--- src/hdl/m2qs_pkg.sv ---
// Package for the median of two quadratic sequences block.
// Holds widths, register and step codes, state and command types.
// No dependencies.
package m2qs_pkg;

  localparam int VAL_W     = 64;
  localparam int CFG_IDX_W = 3;
  localparam int STEP_W    = 3;

  localparam logic [CFG_IDX_W-1:0] REG_A_SQUARE = CFG_IDX_W'(0);
  localparam logic [CFG_IDX_W-1:0] REG_A_LINEAR = CFG_IDX_W'(1);
  localparam logic [CFG_IDX_W-1:0] REG_A_CONST  = CFG_IDX_W'(2);
  localparam logic [CFG_IDX_W-1:0] REG_B_SQUARE = CFG_IDX_W'(3);
  localparam logic [CFG_IDX_W-1:0] REG_B_LINEAR = CFG_IDX_W'(4);
  localparam logic [CFG_IDX_W-1:0] REG_B_CONST  = CFG_IDX_W'(5);

  localparam logic [STEP_W-1:0] STEP_SQUARE = STEP_W'(0);
  localparam logic [STEP_W-1:0] STEP_LINEAR = STEP_W'(1);
  localparam logic [STEP_W-1:0] STEP_LOW    = STEP_W'(2);
  localparam logic [STEP_W-1:0] STEP_HIGH   = STEP_W'(3);
  localparam logic [STEP_W-1:0] STEP_SHIFT  = STEP_W'(4);
  localparam logic [STEP_W-1:0] STEP_STORE  = STEP_W'(5);
  localparam logic [STEP_W-1:0] STEP_AVG    = STEP_W'(6);

  typedef enum logic [2:0] {
    ST_IDLE, ST_INIT, ST_CHECK, ST_EVAL, ST_DECIDE, ST_SORT, ST_PICK, ST_OUT
  } state_t;

  typedef enum logic [2:0] {
    TGT_A_MID, TGT_B_MID, TGT_AL, TGT_AR, TGT_BL, TGT_BR
  } tgt_t;

  typedef enum logic [2:0] {
    MUL_XX, MUL_C1X, MUL_C2LO, MUL_C2HI, MUL_C2STEP
  } mul_sel_t;

  typedef enum logic [2:0] {
    ACC_NONE, ACC_SQ, ACC_LOAD, ACC_ADD, ACC_ADDSH, ACC_NEXT, ACC_STORE, ACC_STORE_AVG
  } acc_op_t;

  typedef enum logic [1:0] {
    RES_NONE, RES_ZERO, RES_AV, RES_PICK
  } res_op_t;

  typedef struct packed {
    logic     load;
    tgt_t     tgt;
    mul_sel_t mul_sel;
    acc_op_t  acc_op;
    logic     narrow;
    logic     sort;
    res_op_t  res_op;
  } cmd_t;

  typedef struct packed {
    logic len_zero;
    logic converged;
    logic pair;
    logic equal;
    logic a_two;
    logic b_two;
  } status_t;

endpackage

--- src/hdl/m2qs_len_if.sv ---
// Input channel carrying the sequence length.
// Depends on nothing beyond its own parameter.
interface m2qs_len_if #(
  parameter int LENGTH_BITS = 20
) ();
  logic                   valid;
  logic                   ready;
  logic [LENGTH_BITS:0]   seq_length;

  modport source (output valid, output seq_length, input ready);
  modport sink (input valid, input seq_length, output ready);
endinterface

--- src/hdl/m2qs_med_if.sv ---
// Output channel carrying the selected median value.
// Depends on m2qs_pkg for the value width.
interface m2qs_med_if ();
  logic                              valid;
  logic                              ready;
  logic signed [m2qs_pkg::VAL_W-1:0] median_value;

  modport source (output valid, output median_value, input ready);
  modport sink (input valid, input median_value, output ready);
endinterface

--- src/hdl/m2qs_cfg_if.sv ---
// Configuration write channel: register index and coefficient data.
// Depends on m2qs_pkg for the index width.
interface m2qs_cfg_if #(
  parameter int COEF_BITS = 16
) ();
  logic                              valid;
  logic                              ready;
  logic [m2qs_pkg::CFG_IDX_W-1:0]    index;
  logic signed [COEF_BITS-1:0]       data;

  modport source (output valid, output index, output data, input ready);
  modport sink (input valid, input index, input data, output ready);
endinterface

--- src/hdl/m2qs_ctrl.sv ---
// Controller: sequences the halving rounds, the quadratic evaluations and the final sort.
// Depends on m2qs_pkg for the state, command and status types.
module m2qs_ctrl (
  input  logic              clk,
  input  logic              rst,
  input  logic              in_valid,
  output logic              in_ready,
  output logic              out_valid,
  input  logic              out_ready,
  input  m2qs_pkg::status_t st,
  output m2qs_pkg::cmd_t    cmd
);

  m2qs_pkg::state_t                state, state_next;
  m2qs_pkg::tgt_t                  tgt, tgt_next;
  logic [m2qs_pkg::STEP_W-1:0]     step, step_next;
  logic                            eval_done;

  assign eval_done = (step == m2qs_pkg::STEP_STORE && !st.pair) ||
                     (step == m2qs_pkg::STEP_AVG);

  always_ff @(posedge clk) begin
    if (rst) begin
      state <= m2qs_pkg::ST_IDLE;
      tgt   <= m2qs_pkg::TGT_A_MID;
      step  <= m2qs_pkg::STEP_SQUARE;
    end else begin
      state <= state_next;
      tgt   <= tgt_next;
      step  <= step_next;
    end
  end

  always_comb begin : next_state
    state_next = state;
    tgt_next   = tgt;
    step_next  = step;
    unique case (state)
      m2qs_pkg::ST_IDLE: begin
        if (in_valid) state_next = m2qs_pkg::ST_INIT;
      end
      m2qs_pkg::ST_INIT: begin
        state_next = st.len_zero ? m2qs_pkg::ST_OUT : m2qs_pkg::ST_CHECK;
      end
      m2qs_pkg::ST_CHECK: begin
        state_next = m2qs_pkg::ST_EVAL;
        step_next  = m2qs_pkg::STEP_SQUARE;
        tgt_next   = st.converged ? m2qs_pkg::TGT_AL : m2qs_pkg::TGT_A_MID;
      end
      m2qs_pkg::ST_EVAL: begin
        if (eval_done) begin
          step_next = m2qs_pkg::STEP_SQUARE;
          unique case (tgt)
            m2qs_pkg::TGT_A_MID: tgt_next = m2qs_pkg::TGT_B_MID;
            m2qs_pkg::TGT_B_MID: state_next = m2qs_pkg::ST_DECIDE;
            m2qs_pkg::TGT_AL: tgt_next = st.a_two ? m2qs_pkg::TGT_AR : m2qs_pkg::TGT_BL;
            m2qs_pkg::TGT_AR: tgt_next = m2qs_pkg::TGT_BL;
            m2qs_pkg::TGT_BL: begin
              if (st.b_two) tgt_next = m2qs_pkg::TGT_BR;
              else state_next = m2qs_pkg::ST_SORT;
            end
            m2qs_pkg::TGT_BR: state_next = m2qs_pkg::ST_SORT;
            default: state_next = m2qs_pkg::ST_IDLE;
          endcase
        end else begin
          step_next = step + m2qs_pkg::STEP_W'(1);
        end
      end
      m2qs_pkg::ST_DECIDE: begin
        state_next = st.equal ? m2qs_pkg::ST_OUT : m2qs_pkg::ST_CHECK;
      end
      m2qs_pkg::ST_SORT: state_next = m2qs_pkg::ST_PICK;
      m2qs_pkg::ST_PICK: state_next = m2qs_pkg::ST_OUT;
      m2qs_pkg::ST_OUT: begin
        if (out_ready) state_next = m2qs_pkg::ST_IDLE;
      end
    endcase
  end

  // Each multiplier product is registered before the accumulator consumes it.
  always_comb begin : outputs
    cmd       = '0;
    cmd.tgt   = tgt;
    in_ready  = 1'b0;
    out_valid = 1'b0;
    unique case (state)
      m2qs_pkg::ST_IDLE: begin
        in_ready = 1'b1;
        cmd.load = in_valid;
      end
      m2qs_pkg::ST_INIT: begin
        if (st.len_zero) cmd.res_op = m2qs_pkg::RES_ZERO;
      end
      m2qs_pkg::ST_CHECK: ;
      m2qs_pkg::ST_EVAL: begin
        unique case (step)
          m2qs_pkg::STEP_SQUARE: cmd.mul_sel = m2qs_pkg::MUL_XX;
          m2qs_pkg::STEP_LINEAR: begin
            cmd.mul_sel = m2qs_pkg::MUL_C1X;
            cmd.acc_op  = m2qs_pkg::ACC_SQ;
          end
          m2qs_pkg::STEP_LOW: begin
            cmd.mul_sel = m2qs_pkg::MUL_C2LO;
            cmd.acc_op  = m2qs_pkg::ACC_LOAD;
          end
          m2qs_pkg::STEP_HIGH: begin
            cmd.mul_sel = m2qs_pkg::MUL_C2HI;
            cmd.acc_op  = m2qs_pkg::ACC_ADD;
          end
          m2qs_pkg::STEP_SHIFT: begin
            cmd.mul_sel = m2qs_pkg::MUL_C2STEP;
            cmd.acc_op  = m2qs_pkg::ACC_ADDSH;
          end
          m2qs_pkg::STEP_STORE: begin
            cmd.acc_op = st.pair ? m2qs_pkg::ACC_NEXT : m2qs_pkg::ACC_STORE;
          end
          m2qs_pkg::STEP_AVG: cmd.acc_op = m2qs_pkg::ACC_STORE_AVG;
          default: ;
        endcase
      end
      m2qs_pkg::ST_DECIDE: begin
        if (st.equal) cmd.res_op = m2qs_pkg::RES_AV;
        else cmd.narrow = 1'b1;
      end
      m2qs_pkg::ST_SORT: cmd.sort = 1'b1;
      m2qs_pkg::ST_PICK: cmd.res_op = m2qs_pkg::RES_PICK;
      m2qs_pkg::ST_OUT: out_valid = 1'b1;
    endcase
  end

  a_accept_starts: assert property (@(posedge clk) disable iff (rst)
    in_valid && in_ready |=> state == m2qs_pkg::ST_INIT)
    else $error("accepted transaction did not start processing");

  a_one_item: assert property (@(posedge clk) disable iff (rst)
    !(in_ready && out_valid))
    else $error("input taken while a result is pending");

  a_avg_only_pair: assert property (@(posedge clk) disable iff (rst)
    state == m2qs_pkg::ST_EVAL && step == m2qs_pkg::STEP_AVG |-> st.pair)
    else $error("averaging step reached for a single midpoint");

endmodule

--- src/hdl/m2qs_dp.sv ---
// Datapath: coefficient registers, index windows, shared multiplier with accumulator, sorter.
// Depends on m2qs_pkg for command and status types and register codes.
module m2qs_dp #(
  parameter int COEF_BITS   = 16,
  parameter int LENGTH_BITS = 20
) (
  input  logic                                clk,
  input  logic                                rst,
  input  logic                                cfg_wr,
  input  logic [m2qs_pkg::CFG_IDX_W-1:0]      cfg_index,
  input  logic signed [COEF_BITS-1:0]         cfg_data,
  input  logic [LENGTH_BITS:0]                seq_length,
  input  m2qs_pkg::cmd_t                      cmd,
  output m2qs_pkg::status_t                   st,
  output logic signed [m2qs_pkg::VAL_W-1:0]   median_value
);

  localparam int IW = LENGTH_BITS + 1;
  localparam int BW = IW + 1;
  localparam int AW = (COEF_BITS > IW + 1) ? COEF_BITS : IW + 1;
  localparam int PW = AW + BW + 1;
  localparam int VW = m2qs_pkg::VAL_W;

  logic signed [COEF_BITS-1:0] a2, a1, a0, b2, b1, b0;
  logic signed [COEF_BITS-1:0] c2, c1, c0;
  logic [IW-1:0]               al, ar, bl, br;
  logic [IW:0]                 a_sum, b_sum;
  logic [IW-1:0]               am, bm, x;
  logic                        a_odd, b_odd, is_b, collect;
  logic                        len_zero;
  logic [2:0]                  cnt;
  logic signed [AW-1:0]        mul_a;
  logic [BW-1:0]               mul_b;
  logic signed [PW-1:0]        prod;
  logic signed [VW-1:0]        prod_ext;
  logic [2*IW-1:0]             sq;
  logic [VW-1:0]               acc, first, avg_sum, avg_adj, avg_val, store_val;
  logic                        store_en;
  logic signed [VW-1:0]        av, bv, pick_val;
  logic signed [VW-1:0]        vals [4];
  logic [3:0]                  less [4];
  logic [3:0]                  leq [4];
  logic [2:0]                  nlt [4];
  logic [2:0]                  nle [4];
  logic [1:0]                  rank;
  logic                        found;

  always_ff @(posedge clk) begin
    if (rst) begin
      a2 <= '0; a1 <= '0; a0 <= '0;
      b2 <= '0; b1 <= '0; b0 <= '0;
    end else if (cfg_wr) begin
      unique case (cfg_index)
        m2qs_pkg::REG_A_SQUARE: a2 <= cfg_data;
        m2qs_pkg::REG_A_LINEAR: a1 <= cfg_data;
        m2qs_pkg::REG_A_CONST:  a0 <= cfg_data;
        m2qs_pkg::REG_B_SQUARE: b2 <= cfg_data;
        m2qs_pkg::REG_B_LINEAR: b1 <= cfg_data;
        m2qs_pkg::REG_B_CONST:  b0 <= cfg_data;
        default: ;
      endcase
    end
  end

  assign a_sum = {1'b0, al} + {1'b0, ar};
  assign b_sum = {1'b0, bl} + {1'b0, br};
  assign am    = a_sum[IW:1];
  assign bm    = b_sum[IW:1];
  assign a_odd = a_sum[0];
  assign b_odd = b_sum[0];

  assign is_b = (cmd.tgt == m2qs_pkg::TGT_B_MID) || (cmd.tgt == m2qs_pkg::TGT_BL) ||
                (cmd.tgt == m2qs_pkg::TGT_BR);
  assign collect = (cmd.tgt != m2qs_pkg::TGT_A_MID) && (cmd.tgt != m2qs_pkg::TGT_B_MID);
  assign c2 = is_b ? b2 : a2;
  assign c1 = is_b ? b1 : a1;
  assign c0 = is_b ? b0 : a0;

  always_comb begin
    case (cmd.tgt)
      m2qs_pkg::TGT_A_MID: x = am;
      m2qs_pkg::TGT_B_MID: x = bm;
      m2qs_pkg::TGT_AL:    x = al;
      m2qs_pkg::TGT_AR:    x = ar;
      m2qs_pkg::TGT_BL:    x = bl;
      m2qs_pkg::TGT_BR:    x = br;
      default:             x = '0;
    endcase
  end

  // The square x*x is split in halves so that c2*x*x needs two narrow products.
  always_comb begin
    mul_a = '0;
    mul_b = '0;
    case (cmd.mul_sel)
      m2qs_pkg::MUL_XX: begin
        mul_a = AW'($signed({1'b0, x}));
        mul_b = BW'(x);
      end
      m2qs_pkg::MUL_C1X: begin
        mul_a = AW'(c1);
        mul_b = BW'(x);
      end
      m2qs_pkg::MUL_C2LO: begin
        mul_a = AW'(c2);
        mul_b = BW'(sq[IW-1:0]);
      end
      m2qs_pkg::MUL_C2HI: begin
        mul_a = AW'(c2);
        mul_b = BW'(sq[2*IW-1:IW]);
      end
      m2qs_pkg::MUL_C2STEP: begin
        mul_a = AW'(c2);
        mul_b = {x, 1'b1};
      end
      default: ;
    endcase
  end

  assign prod_ext  = VW'(prod);
  assign avg_sum   = first + acc;
  assign avg_adj   = avg_sum + VW'(avg_sum[VW-1]);
  assign avg_val   = {avg_adj[VW-1], avg_adj[VW-1:1]};
  assign store_en  = (cmd.acc_op == m2qs_pkg::ACC_STORE) ||
                     (cmd.acc_op == m2qs_pkg::ACC_STORE_AVG);
  assign store_val = (cmd.acc_op == m2qs_pkg::ACC_STORE_AVG) ? avg_val : acc;

  always_ff @(posedge clk) begin
    prod <= mul_a * $signed({1'b0, mul_b});
    unique case (cmd.acc_op)
      m2qs_pkg::ACC_NONE:  ;
      m2qs_pkg::ACC_SQ:    sq <= prod[2*IW-1:0];
      m2qs_pkg::ACC_LOAD:  acc <= VW'(c0) + prod_ext;
      m2qs_pkg::ACC_ADD:   acc <= acc + prod_ext;
      m2qs_pkg::ACC_ADDSH: acc <= acc + (prod_ext << IW);
      m2qs_pkg::ACC_NEXT: begin
        first <= acc;
        acc   <= acc + prod_ext + VW'(c1);
      end
      m2qs_pkg::ACC_STORE, m2qs_pkg::ACC_STORE_AVG: begin
        if (cmd.tgt == m2qs_pkg::TGT_A_MID) av <= store_val;
        else if (cmd.tgt == m2qs_pkg::TGT_B_MID) bv <= store_val;
        else vals[cnt[1:0]] <= store_val;
      end
    endcase
  end

  always_ff @(posedge clk) begin
    if (rst) begin
      al       <= '0;
      ar       <= '0;
      bl       <= '0;
      br       <= '0;
      cnt      <= '0;
      len_zero <= 1'b0;
    end else if (cmd.load) begin
      al       <= '0;
      bl       <= '0;
      ar       <= seq_length - IW'(1);
      br       <= seq_length - IW'(1);
      cnt      <= '0;
      len_zero <= (seq_length == '0);
    end else begin
      if (cmd.narrow) begin
        if (av > bv) begin
          ar <= am;
          bl <= b_odd ? bm + IW'(1) : bm;
        end else begin
          al <= a_odd ? am + IW'(1) : am;
          br <= bm;
        end
      end
      if (store_en && collect) cnt <= cnt + 3'd1;
    end
  end

  always_ff @(posedge clk) begin
    if (cmd.sort) begin
      for (int i = 0; i < 4; i++) begin
        for (int j = 0; j < 4; j++) begin
          less[i][j] <= (3'(j) < cnt) && (vals[j] < vals[i]);
          leq[i][j]  <= (3'(j) < cnt) && !(vals[i] < vals[j]);
        end
      end
    end
  end

  always_comb begin
    for (int i = 0; i < 4; i++) begin
      nlt[i] = '0;
      nle[i] = '0;
      for (int j = 0; j < 4; j++) begin
        nlt[i] = nlt[i] + 3'(less[i][j]);
        nle[i] = nle[i] + 3'(leq[i][j]);
      end
    end
  end

  // The lower middle of the sorted entries is one with at most rank smaller entries and more than rank not greater.
  assign rank = 2'((cnt - 3'd1) >> 1);

  always_comb begin
    found    = 1'b0;
    pick_val = vals[0];
    for (int i = 0; i < 4; i++) begin
      if (!found && (3'(i) < cnt) && (nlt[i] <= {1'b0, rank}) &&
          (nle[i] > {1'b0, rank})) begin
        pick_val = vals[i];
        found    = 1'b1;
      end
    end
  end

  always_ff @(posedge clk) begin
    case (cmd.res_op)
      m2qs_pkg::RES_ZERO: median_value <= '0;
      m2qs_pkg::RES_AV:   median_value <= av;
      m2qs_pkg::RES_PICK: median_value <= pick_val;
      default: ;
    endcase
  end

  assign st.len_zero  = len_zero;
  assign st.converged = ((ar - al) <= IW'(1)) && ((br - bl) <= IW'(1));
  assign st.pair      = ((cmd.tgt == m2qs_pkg::TGT_A_MID) && a_odd) ||
                        ((cmd.tgt == m2qs_pkg::TGT_B_MID) && b_odd);
  assign st.equal     = (av == bv);
  assign st.a_two     = (ar != al);
  assign st.b_two     = (br != bl);

  a_equal_windows: assert property (@(posedge clk) disable iff (rst)
    (ar - al) == (br - bl))
    else $error("index windows differ in width");

  a_narrow_shrinks: assert property (@(posedge clk) disable iff (rst)
    cmd.narrow |=> (ar - al) < $past(ar - al))
    else $error("halving round did not shrink the window");

  a_collect_bound: assert property (@(posedge clk) disable iff (rst)
    store_en && collect |-> cnt < 3'd4)
    else $error("more than four entries collected for the sort");

endmodule

--- src/hdl/median_of_two_quadratic_sequences.sv ---
// Top level of the median of two quadratic sequences block.
// Depends on m2qs_pkg, the three channel interfaces, m2qs_ctrl and m2qs_dp.
//
//   channel      dir  payload                     transaction when
//   cfg          in   index, data (coefficient)   cfg.valid && cfg.ready
//   seq_in       in   seq_length                  seq_in.valid && seq_in.ready
//   median_out   out  median_value                median_out.valid && median_out.ready
//
// One item is processed at a time on a single shared multiplier. Each quadratic runs square,
// linear, low, high, shift and store steps, plus an averaging step when a midpoint averages two
// entries. About log2(n) halving rounds, ended early when the two midpoint values are equal, are
// followed by two to four evaluations, a compare and a pick; a zero length gives a zero median.
// Reset is synchronous and clears the coefficients to zero. The result waits in its register
// while median_out.ready is low; configuration writes are always accepted.
module median_of_two_quadratic_sequences #(
  parameter int COEF_BITS   = 16,
  parameter int LENGTH_BITS = 20
) (
  input  logic         clk,
  input  logic         rst,
  m2qs_cfg_if.sink     cfg,
  m2qs_len_if.sink     seq_in,
  m2qs_med_if.source   median_out
);

  m2qs_pkg::cmd_t    cmd;
  m2qs_pkg::status_t st;

  assign cfg.ready = 1'b1;

  m2qs_ctrl u_ctrl (
    .clk       (clk),
    .rst       (rst),
    .in_valid  (seq_in.valid),
    .in_ready  (seq_in.ready),
    .out_valid (median_out.valid),
    .out_ready (median_out.ready),
    .st        (st),
    .cmd       (cmd)
  );

  m2qs_dp #(
    .COEF_BITS   (COEF_BITS),
    .LENGTH_BITS (LENGTH_BITS)
  ) u_dp (
    .clk          (clk),
    .rst          (rst),
    .cfg_wr       (cfg.valid & cfg.ready),
    .cfg_index    (cfg.index),
    .cfg_data     (cfg.data),
    .seq_length   (seq_in.seq_length),
    .cmd          (cmd),
    .st           (st),
    .median_value (median_out.median_value)
  );

endmodule
--- src/flat_wrapper.sv ---
// flat-port wrapper written by rule: the top's interface ports become plain ports
module median_of_two_quadratic_sequences_flat 
#(
  parameter int COEF_BITS   = 16,
  parameter int LENGTH_BITS = 20
)
  (clk, rst, cfg_valid, cfg_index, cfg_data, cfg_ready, seq_in_valid, seq_in_seq_length, seq_in_ready, median_out_valid, median_out_median_value, median_out_ready);
  m2qs_cfg_if #(.COEF_BITS(COEF_BITS)) cfg_i ();
  m2qs_len_if #(.LENGTH_BITS(LENGTH_BITS)) seq_in_i ();
  m2qs_med_if median_out_i ();
  input  logic clk;
  input  logic rst;
  input wire logic [$bits(cfg_i.valid)-1:0] cfg_valid;
  input wire logic [$bits(cfg_i.index)-1:0] cfg_index;
  input wire logic [$bits(cfg_i.data)-1:0] cfg_data;
  output wire logic [$bits(cfg_i.ready)-1:0] cfg_ready;
  input wire logic [$bits(seq_in_i.valid)-1:0] seq_in_valid;
  input wire logic [$bits(seq_in_i.seq_length)-1:0] seq_in_seq_length;
  output wire logic [$bits(seq_in_i.ready)-1:0] seq_in_ready;
  output wire logic [$bits(median_out_i.valid)-1:0] median_out_valid;
  output wire logic [$bits(median_out_i.median_value)-1:0] median_out_median_value;
  input wire logic [$bits(median_out_i.ready)-1:0] median_out_ready;
  assign cfg_i.valid = cfg_valid;
  assign cfg_i.index = cfg_index;
  assign cfg_i.data = cfg_data;
  assign cfg_ready = cfg_i.ready;
  assign seq_in_i.valid = seq_in_valid;
  assign seq_in_i.seq_length = seq_in_seq_length;
  assign seq_in_ready = seq_in_i.ready;
  assign median_out_valid = median_out_i.valid;
  assign median_out_median_value = median_out_i.median_value;
  assign median_out_i.ready = median_out_ready;
  median_of_two_quadratic_sequences #(.COEF_BITS(COEF_BITS), .LENGTH_BITS(LENGTH_BITS)) u_core (.clk(clk), .rst(rst), .cfg(cfg_i), .seq_in(seq_in_i), .median_out(median_out_i));
endmodule
--- config.mk ---
export PLATFORM = sky130hd
export DESIGN_NAME = median_of_two_quadratic_sequences_flat
export DESIGN_NICKNAME = d
export VERILOG_FILES = /design/src/hdl/m2qs_pkg.sv /design/src/hdl/m2qs_len_if.sv /design/src/hdl/m2qs_med_if.sv /design/src/hdl/m2qs_cfg_if.sv /design/src/hdl/m2qs_ctrl.sv /design/src/hdl/m2qs_dp.sv /design/src/hdl/median_of_two_quadratic_sequences.sv /design/src/flat_wrapper.sv
export SDC_FILE = /design/constraint.sdc
export NUM_CORES = 2
export LEC_CHECK = 0
export ABC_CLOCK_PERIOD_IN_PS = 10470
export BUFFER_PORTS_ARGS = -buffer_cell sky130_fd_sc_hd__buf_2
export CORE_MARGIN = 4
export CORE_UTILIZATION = 55
export DETAILED_ROUTE_END_ITERATION = 8
export PLACE_DENSITY = 0.81
export SLEW_MARGIN = 20
export SYNTH_ARGS = -nofsm -noshare
export SYNTH_HDL_FRONTEND = slang
export SYNTH_SLANG_ARGS = --single-unit
export TNS_END_PERCENT = 50
--- constraint.sdc ---
create_clock -name clk -period 10.47 [get_ports clk]
set_input_delay 2.094 -clock clk [delete_from_list [all_inputs] [get_ports clk]]
set_output_delay 2.094 -clock clk [all_outputs]
set_load 0.1 [all_outputs]
# Yosys cells after proc, flatten, opt, wreduce, memory -nomap -nowiden
# Memories as Yosys holds them, arrays and structs flattened.
# Cells that the tools add are included.
[classes]
add_sub_neg = 40
multipliers = 1
magnitude_cmp = 31
n_eq_ne = 49
mux = 58
bitwise = 2
n_reduce_logical = 104
[ops]
columns = ["operator", "n"]
rows = [
  ["$lt 64x64->1", 16],
  ["$add 64x64->64", 4],
  ["$mux 64", 4],
  ["$pmux 64 s4", 1],
  ["$pmux 64 s3", 1],
  ["$mux 21", 8],
  ["$pmux 21 s6", 1],
  ["$pmux 22 s4", 1],
  ["$pmux 22 s3", 1],
  ["$add 64x1->64", 1],
  ["$eq 64x64->1", 1],
  ["$gt 64x64->1", 1],
  ["$logic_and 1x1->1", 49],
  ["$eq 3x3->1 const B", 16],
  ["$mux 16", 3],
  ["$add 16x45->46", 1],
  ["$mul 22x23->45", 1],
  ["$add 21x21->22", 2],
  ["$add 21x1->21 const B", 2],
  ["$le 21x1->1 const B", 2],
  ["$ne 21x21->1", 2],
  ["$sub 21x21->21", 2],
  ["$eq 3x2->1 const B", 12],
  ["$pmux 3 s4", 3],
  ["41 further kinds", 150],
]
[totals]
ff_bits = 600
ram_bits = 288
input_bits = 45
output_inout_bits = 67
word_cells = 310
memories = 3
[mem_list]
columns = ["name", "depth", "width", "rd", "rd_clocked_by_memory_dff", "wr", "line", "text"]
rows = [
  ["u_core.u_dp.vals", 4, 64, 4, 0, 1, "m2qs_dp.sv:40", "logic signed [VW-1:0] vals [4];"],
  ["u_core.u_dp.leq", 4, 4, 4, 0, 4, "m2qs_dp.sv:42", "logic [3:0] leq [4];"],
  ["u_core.u_dp.less", 4, 4, 4, 0, 4, "m2qs_dp.sv:41", "logic [3:0] less [4];"],
]

# Logic depth before layout (Yosys ltp)
# An unclocked memory read counts as a cell.
[logic_depth]
depth_word = 24
ltp_mapped = 42
ltp_nobuf = 40

# Hierarchy
# From an unflattened synthesis, not the netlist that was laid out.
[unflattened]
cells_unflattened = 9516
area_unflattened_um2 = 85867.4
[by_module_without_submodules]
columns = ["module", "instances", "cells_per_inst", "area_per_inst_um2", "seq_area_each_um2"]
rows = [
  ["m2qs_dp", 1, 9418, 85085.4, 23983.0],
  ["m2qs_ctrl", 1, 96, 770.7, 180.2],
  ["median_of_two_quadratic_sequences", 1, 2, 11.3, 0.0],
]

# Worst setup path before layout
# OpenSTA, ideal clock, no wires.
[synth_path]
kind = "register to register"
start = "reg u_core.u_dp.bl[0]"
end = "reg u_core.u_dp.prod[43]"
setup_ns = 0.072
t_arrival_ns = 9.785
t_required_ns = 10.398
path_slack_ns = 0.613
path_stages_with_launch = 40
n_path_buf = 1
period_less_slack_ns = 9.857
cell_sequence = "dfxtp_1 ha_1 fa_1 nor2b_1 o21a_1 o21ai_1 a21oi_1 a221oi_1 o31ai_1 nor4_1 a311oi_1 o221a_2 nand2b_1 nand3_1 clkbuf_1 nand2_1 fa_1 inv_1 [... 4 more ...] fa_1 fa_1 fa_1 inv_1 fa_1 inv_1 ha_1 a21o_1 a21o_1 a211o_1 o31ai_1 a21oi_1 o31ai_1 a31oi_1 a311oi_1 o21bai_1 a21oi_1 xnor2_1"
[synth_between]
elab_chain_cells = 4
elab_cells_between_ends = 5
cone_classes = "add/sub: 1; mul: 1; mux: 3"
[synth_rtl]
columns = ["element", "line", "text"]
rows = [
  ["start, declared", "m2qs_dp.sv:26", "logic [IW-1:0] al, ar, bl, br;"],
  ["start signal, assigned", "m2qs_dp.sv:167", "bl <= b_odd ? bm + IW'(1) : bm;"],
  ["$add 21x21->22", "m2qs_dp.sv:66", "assign b_sum = {1'b0, bl} + {1'b0, br};"],
  ["$pmux 21 s6 (*)", "m2qs_dp.sv:80", "case (cmd.tgt)"],
  ["$pmux 22 s4 / $pmux 22 s3 (equally long branches)", "m2qs_dp.sv:95", "case (cmd.mul_sel)"],
  ["$mul 22x23->45 (*)", "m2qs_dp.sv:129", "prod <= mul_a * $signed({1'b0, mul_b});"],
  ["end signal, assigned", "m2qs_dp.sv:129", ""],
  ["end, declared", "m2qs_dp.sv:34", "logic signed [PW-1:0] prod;"],
]
# Mark *: on every way between the ends. The rest lies on a longest branch, timed or not.
# A chain may end at the register's enable or synchronous reset.

# Worst setup path in the final report
[layout_path]
start = "reg u_core.u_dp.br[1]"
end = "reg u_core.u_dp.prod[43]"
[layout_between]
elab_chain_cells = 4
elab_cells_between_ends = 5
cone_classes = "add/sub: 1; mul: 1; mux: 3"
[layout_rtl]
columns = ["element", "line", "text"]
rows = [
  ["start, declared", "m2qs_dp.sv:26", ""],
  ["start signal, assigned", "m2qs_dp.sv:160", "br <= seq_length - IW'(1);"],
  ["start signal, assigned", "m2qs_dp.sv:170", "br <= bm;"],
  ["$add 21x21->22", "m2qs_dp.sv:66", ""],
  ["$pmux 21 s6 (*)", "m2qs_dp.sv:80", ""],
  ["$pmux 22 s4 / $pmux 22 s3 (equally long branches)", "m2qs_dp.sv:95", ""],
  ["$mul 22x23->45 (*)", "m2qs_dp.sv:129", ""],
]
# Marked as above.

==> metrics <==
die width around 400 microns; Overall Power 0.00955 W; CP top delay family adder cells; fmax between 0.09 and 0.1 GHz; hpwl dp around 220000 microns; Worst Setup Path Type flop to flop; htree depth 3; first-pass GRT wire length around 430000 microns; root buf cell clkbuf_16; fin nets 11200; hold path depth 2; final core utilization 0.603; buffers and inverters on the worst path 7; hold_buf cts 0; R2R depth 39; core area ~150000 sq um; Worst slew margin 0.156; startpoint types flop; Yosys cell types approximately 120; Reg clk slew, reported paths around 0.060 ns; RePlAce Congestion about 1.1; Worst-Margin Slew 1.23 ns; Vias/cell between 6 and 7; synthesized flop and latch total approximately 880; status complete, no violations; Filler cells 13000; routed vias between 70000 and 80000; CP max stage cell dfxtp_1; ys flop type edfxtp_1; die extent in y ~400 microns; io pins between 100 and 150; CTS tree done; asr flop ratio synth 0; syn_area_per_cell just under 9 sq um; Worst path most repeated cell fa_1; Residual DRC 0; Tot GR Track Use 0.343; Worst Hold Margin between 0.4 and 0.5 ns; gr ovfl total 0; largest net degree at the start of global routing about 120; worst hold path class flop to flop; share of layout cells above drive strength 1 0.0791; post-layout min period 10.15 ns; area of the multi-input gates between 50000 and 60000 sq um; Initial Util 0.553; clk_lat worst skew 0.74 ns; final WL 285000 microns; CP startpoint u_core.u_dp.br[1]; cts bufs inserted just under 100; Required @ worst endpoint 11.12 ns; Crit Reg-Reg Endpoint u_core.u_dp.prod[43]; Crit Reg-Reg Startpoint u_core.u_dp.br[1]; number of routed nets with antenna violations 0; Max IR drop VDD 0.000123 V; LEAKAGE roughly 42 nW; # clock sinks about 900; area of the die ~160000 sq um; final period utilization 0.969; Max-cap violations 0; iteration count of the initial detailed-routing pass 6; Max FO, Critical Path 6; Post-synth EDFFs between 600 and 700; 1st-iter DRT viols 8690; CP max stage delay roughly 0.54 ns; Hold Crit Endpoint u_core.u_dp.b2[3]; flop2flop setup slack approximately 0.32 ns; endpoint class of the critical path flop; drt wl/cell roughly 24 microns; Seq/Total Area, Yosys 0.284; initial antenna violation count 11; synthesized area about 85000 sq um; Ys Warns 0; Final Slew Violations 0; register area around 24000 sq um; port bufs 110; PwrDens a little over 100 nW/um^2; synthesized netlist cell count between 9000 and 10000; Worst Hold Launch u_core.u_dp.b2[3]; Setup-failing EPs final 0; Fin Clk Skew around 0.043 ns; vias in the first global route about 74000; CP arrival ~11 ns; Syn-to-layout area delta 9.13%; Max clock buf depth 3; FP Rows between 100 and 150; endpoints failing hold 0
==> sequential cells by signal (all words and copies together) (netlist names), 21 cells and up <==
| register | flops |
|---|---|
| u_core.u_dp.vals | 256 |
| u_core.u_dp.acc | 64 |
| u_core.u_dp.av | 64 |
| u_core.u_dp.bv | 64 |
| u_core.u_dp.first | 64 |
| u_core.u_dp.median_value | 64 |
| u_core.u_dp.prod | 45 |
| u_core.u_dp.sq | 42 |
| u_core.u_dp.al | 21 |
| u_core.u_dp.ar | 21 |
| u_core.u_dp.bl | 21 |
| u_core.u_dp.br | 21 |
==> per-stage QoR <==
stage                     setup slack (ns)  TNS (ns)  cells  instance area (sq um)
after floorplan                      0.613         0   9596                  85200
after global placement              0.0491         0  11600                  89200
after detailed placement           -0.0862   -0.0987  11600                  89200
after CTS                           0.0165         0  11800                  92500
after global routing               -0.0188   -0.0188  11800                  93000
final                                0.322         0  11800                  93000
==> logic make-up after synthesis <==
logic type	synth area share
other cells	0.0000882
compound gates	0.185
flops	0.284
xor+xnor	0.0446
buf+inv	0.0592
fa+ha+maj	0.251
simple gates	0.159
mux	0.0166
==> final cells by class <==
| class | instances | share of cell area |
|---|---|---|
| multi-input combinational | 7389 | 0.608 |
| sequential | 884 | 0.260 |
| inverter | 930 | 0.0376 |
| timing repair buffer | 409 | 0.0312 |
| clock buffer | 119 | 0.0279 |
| tap | 2044 | 0.0275 |
| clock inverter | 60 | 0.00778 |
| antenna | 5 | 0.000135 |
==> what timing repair did <==
item / CTS / global route
pin swaps: 1 / 15
gates resized for setup: 3 / 75
setup endpoints to repair: 4 / 16
setup buffers: 1 / 8
hold endpoints to repair: 0 / 0
==> how the worst max path moves through the flow <==
stage                                end  slack, ns  cells after the start
floorplan           u_core.u_dp.prod[43]       0.61                     39
global placement    u_core.u_dp.prod[44]       0.05                     38
detailed placement  u_core.u_dp.prod[44]      -0.09                     38
global route        u_core.u_dp.prod[43]      -0.02                     40
finish              u_core.u_dp.prod[43]       0.32                     39
CTS                 u_core.u_dp.prod[44]       0.02                     38
==> routing by layer <==
| layer | vias up | wire length [microns] | global-route usage |
|---|---|---|---|
| met5 | - | 13 | 0 |
| met2 | 4242 | 127000 | 0.541 |
| met1 | 36500 | 112000 | 0.456 |
| met3 | 840 | 29900 | 0.0606 |
| li1 | 34200 | - | - |
| met4 | 2 | 17200 | 0.171 |
==> cell usage after synthesis (all sizes together), types with 47 or more instances <==
cell / n / area, sq um
o211ai: 47 / 353
nand2: 1190 / 4470
fa: 423 / 8470
or3: 53 / 333
o21bai: 60 / 450
ha: 1034 / 12900
o21a: 91 / 691
mux2i: 131 / 1310
and2: 90 / 563
nor2b: 94 / 588
a31oi: 70 / 438
buf: 48 / 249
a21oi: 777 / 3900
and3: 72 / 455
clkbuf: 345 / 1300
nor2: 631 / 2370
nand3: 150 / 763
nor4: 64 / 437
nand4: 196 / 1260
nor3: 125 / 672
o21ai: 510 / 2560
dfxtp: 238 / 4760
nand2b: 96 / 601
xor2: 164 / 1440
a221oi: 49 / 435
a21o: 415 / 3120
edfxtp: 646 / 19400
xnor2: 268 / 2350
inv: 927 / 3480
==> worst register-to-register path, delay by kind of cell (launching register included) <==
| family | cells | cell delay [ns] |
|---|---|---|
| XOR/XNOR | 1 | 0.14 |
| buffers and inverters | 7 | 0.84 |
| flip-flops | 1 | 0.54 |
| adder cells (fa/ha/maj) | 9 | 4.17 |
| AND/OR/NAND/NOR | 6 | 1.39 |
| AO/OA/AOI/OAI | 16 | 2.98 |
==> cell usage in the layout, fill, tap and decap left out, types with 67 or more instances in the layout <==
cell,count
a21o_1,415
a21oi_1,766
a31oi_1,67
and2_1,81
and3_1,69
buf_2,109
buf_4,287
clkbuf_16,97
dfxtp_1,231
edfxtp_1,646
fa_1,422
ha_1,1031
inv_1,923
mux2i_1,129
nand2_1,1183
nand2b_1,96
nand3_1,146
nand4_1,194
nor2_1,623
nor2b_1,94
nor3_1,115
o21a_1,89
o21ai_0,464
xnor2_1,263
xor2_1,163
==> report_power, final <==
group | internal [W] | total [W] | switching [W]
combinational | 0.000743 | 0.00203 | 0.00129
sequential | 0.00378 | 0.00391 | 0.000132
clock | 0.00207 | 0.00361 | 0.00154
total | 0.00659 | 0.00955 | 0.00296
Note: power is estimated with default switching activity, not from simulation.
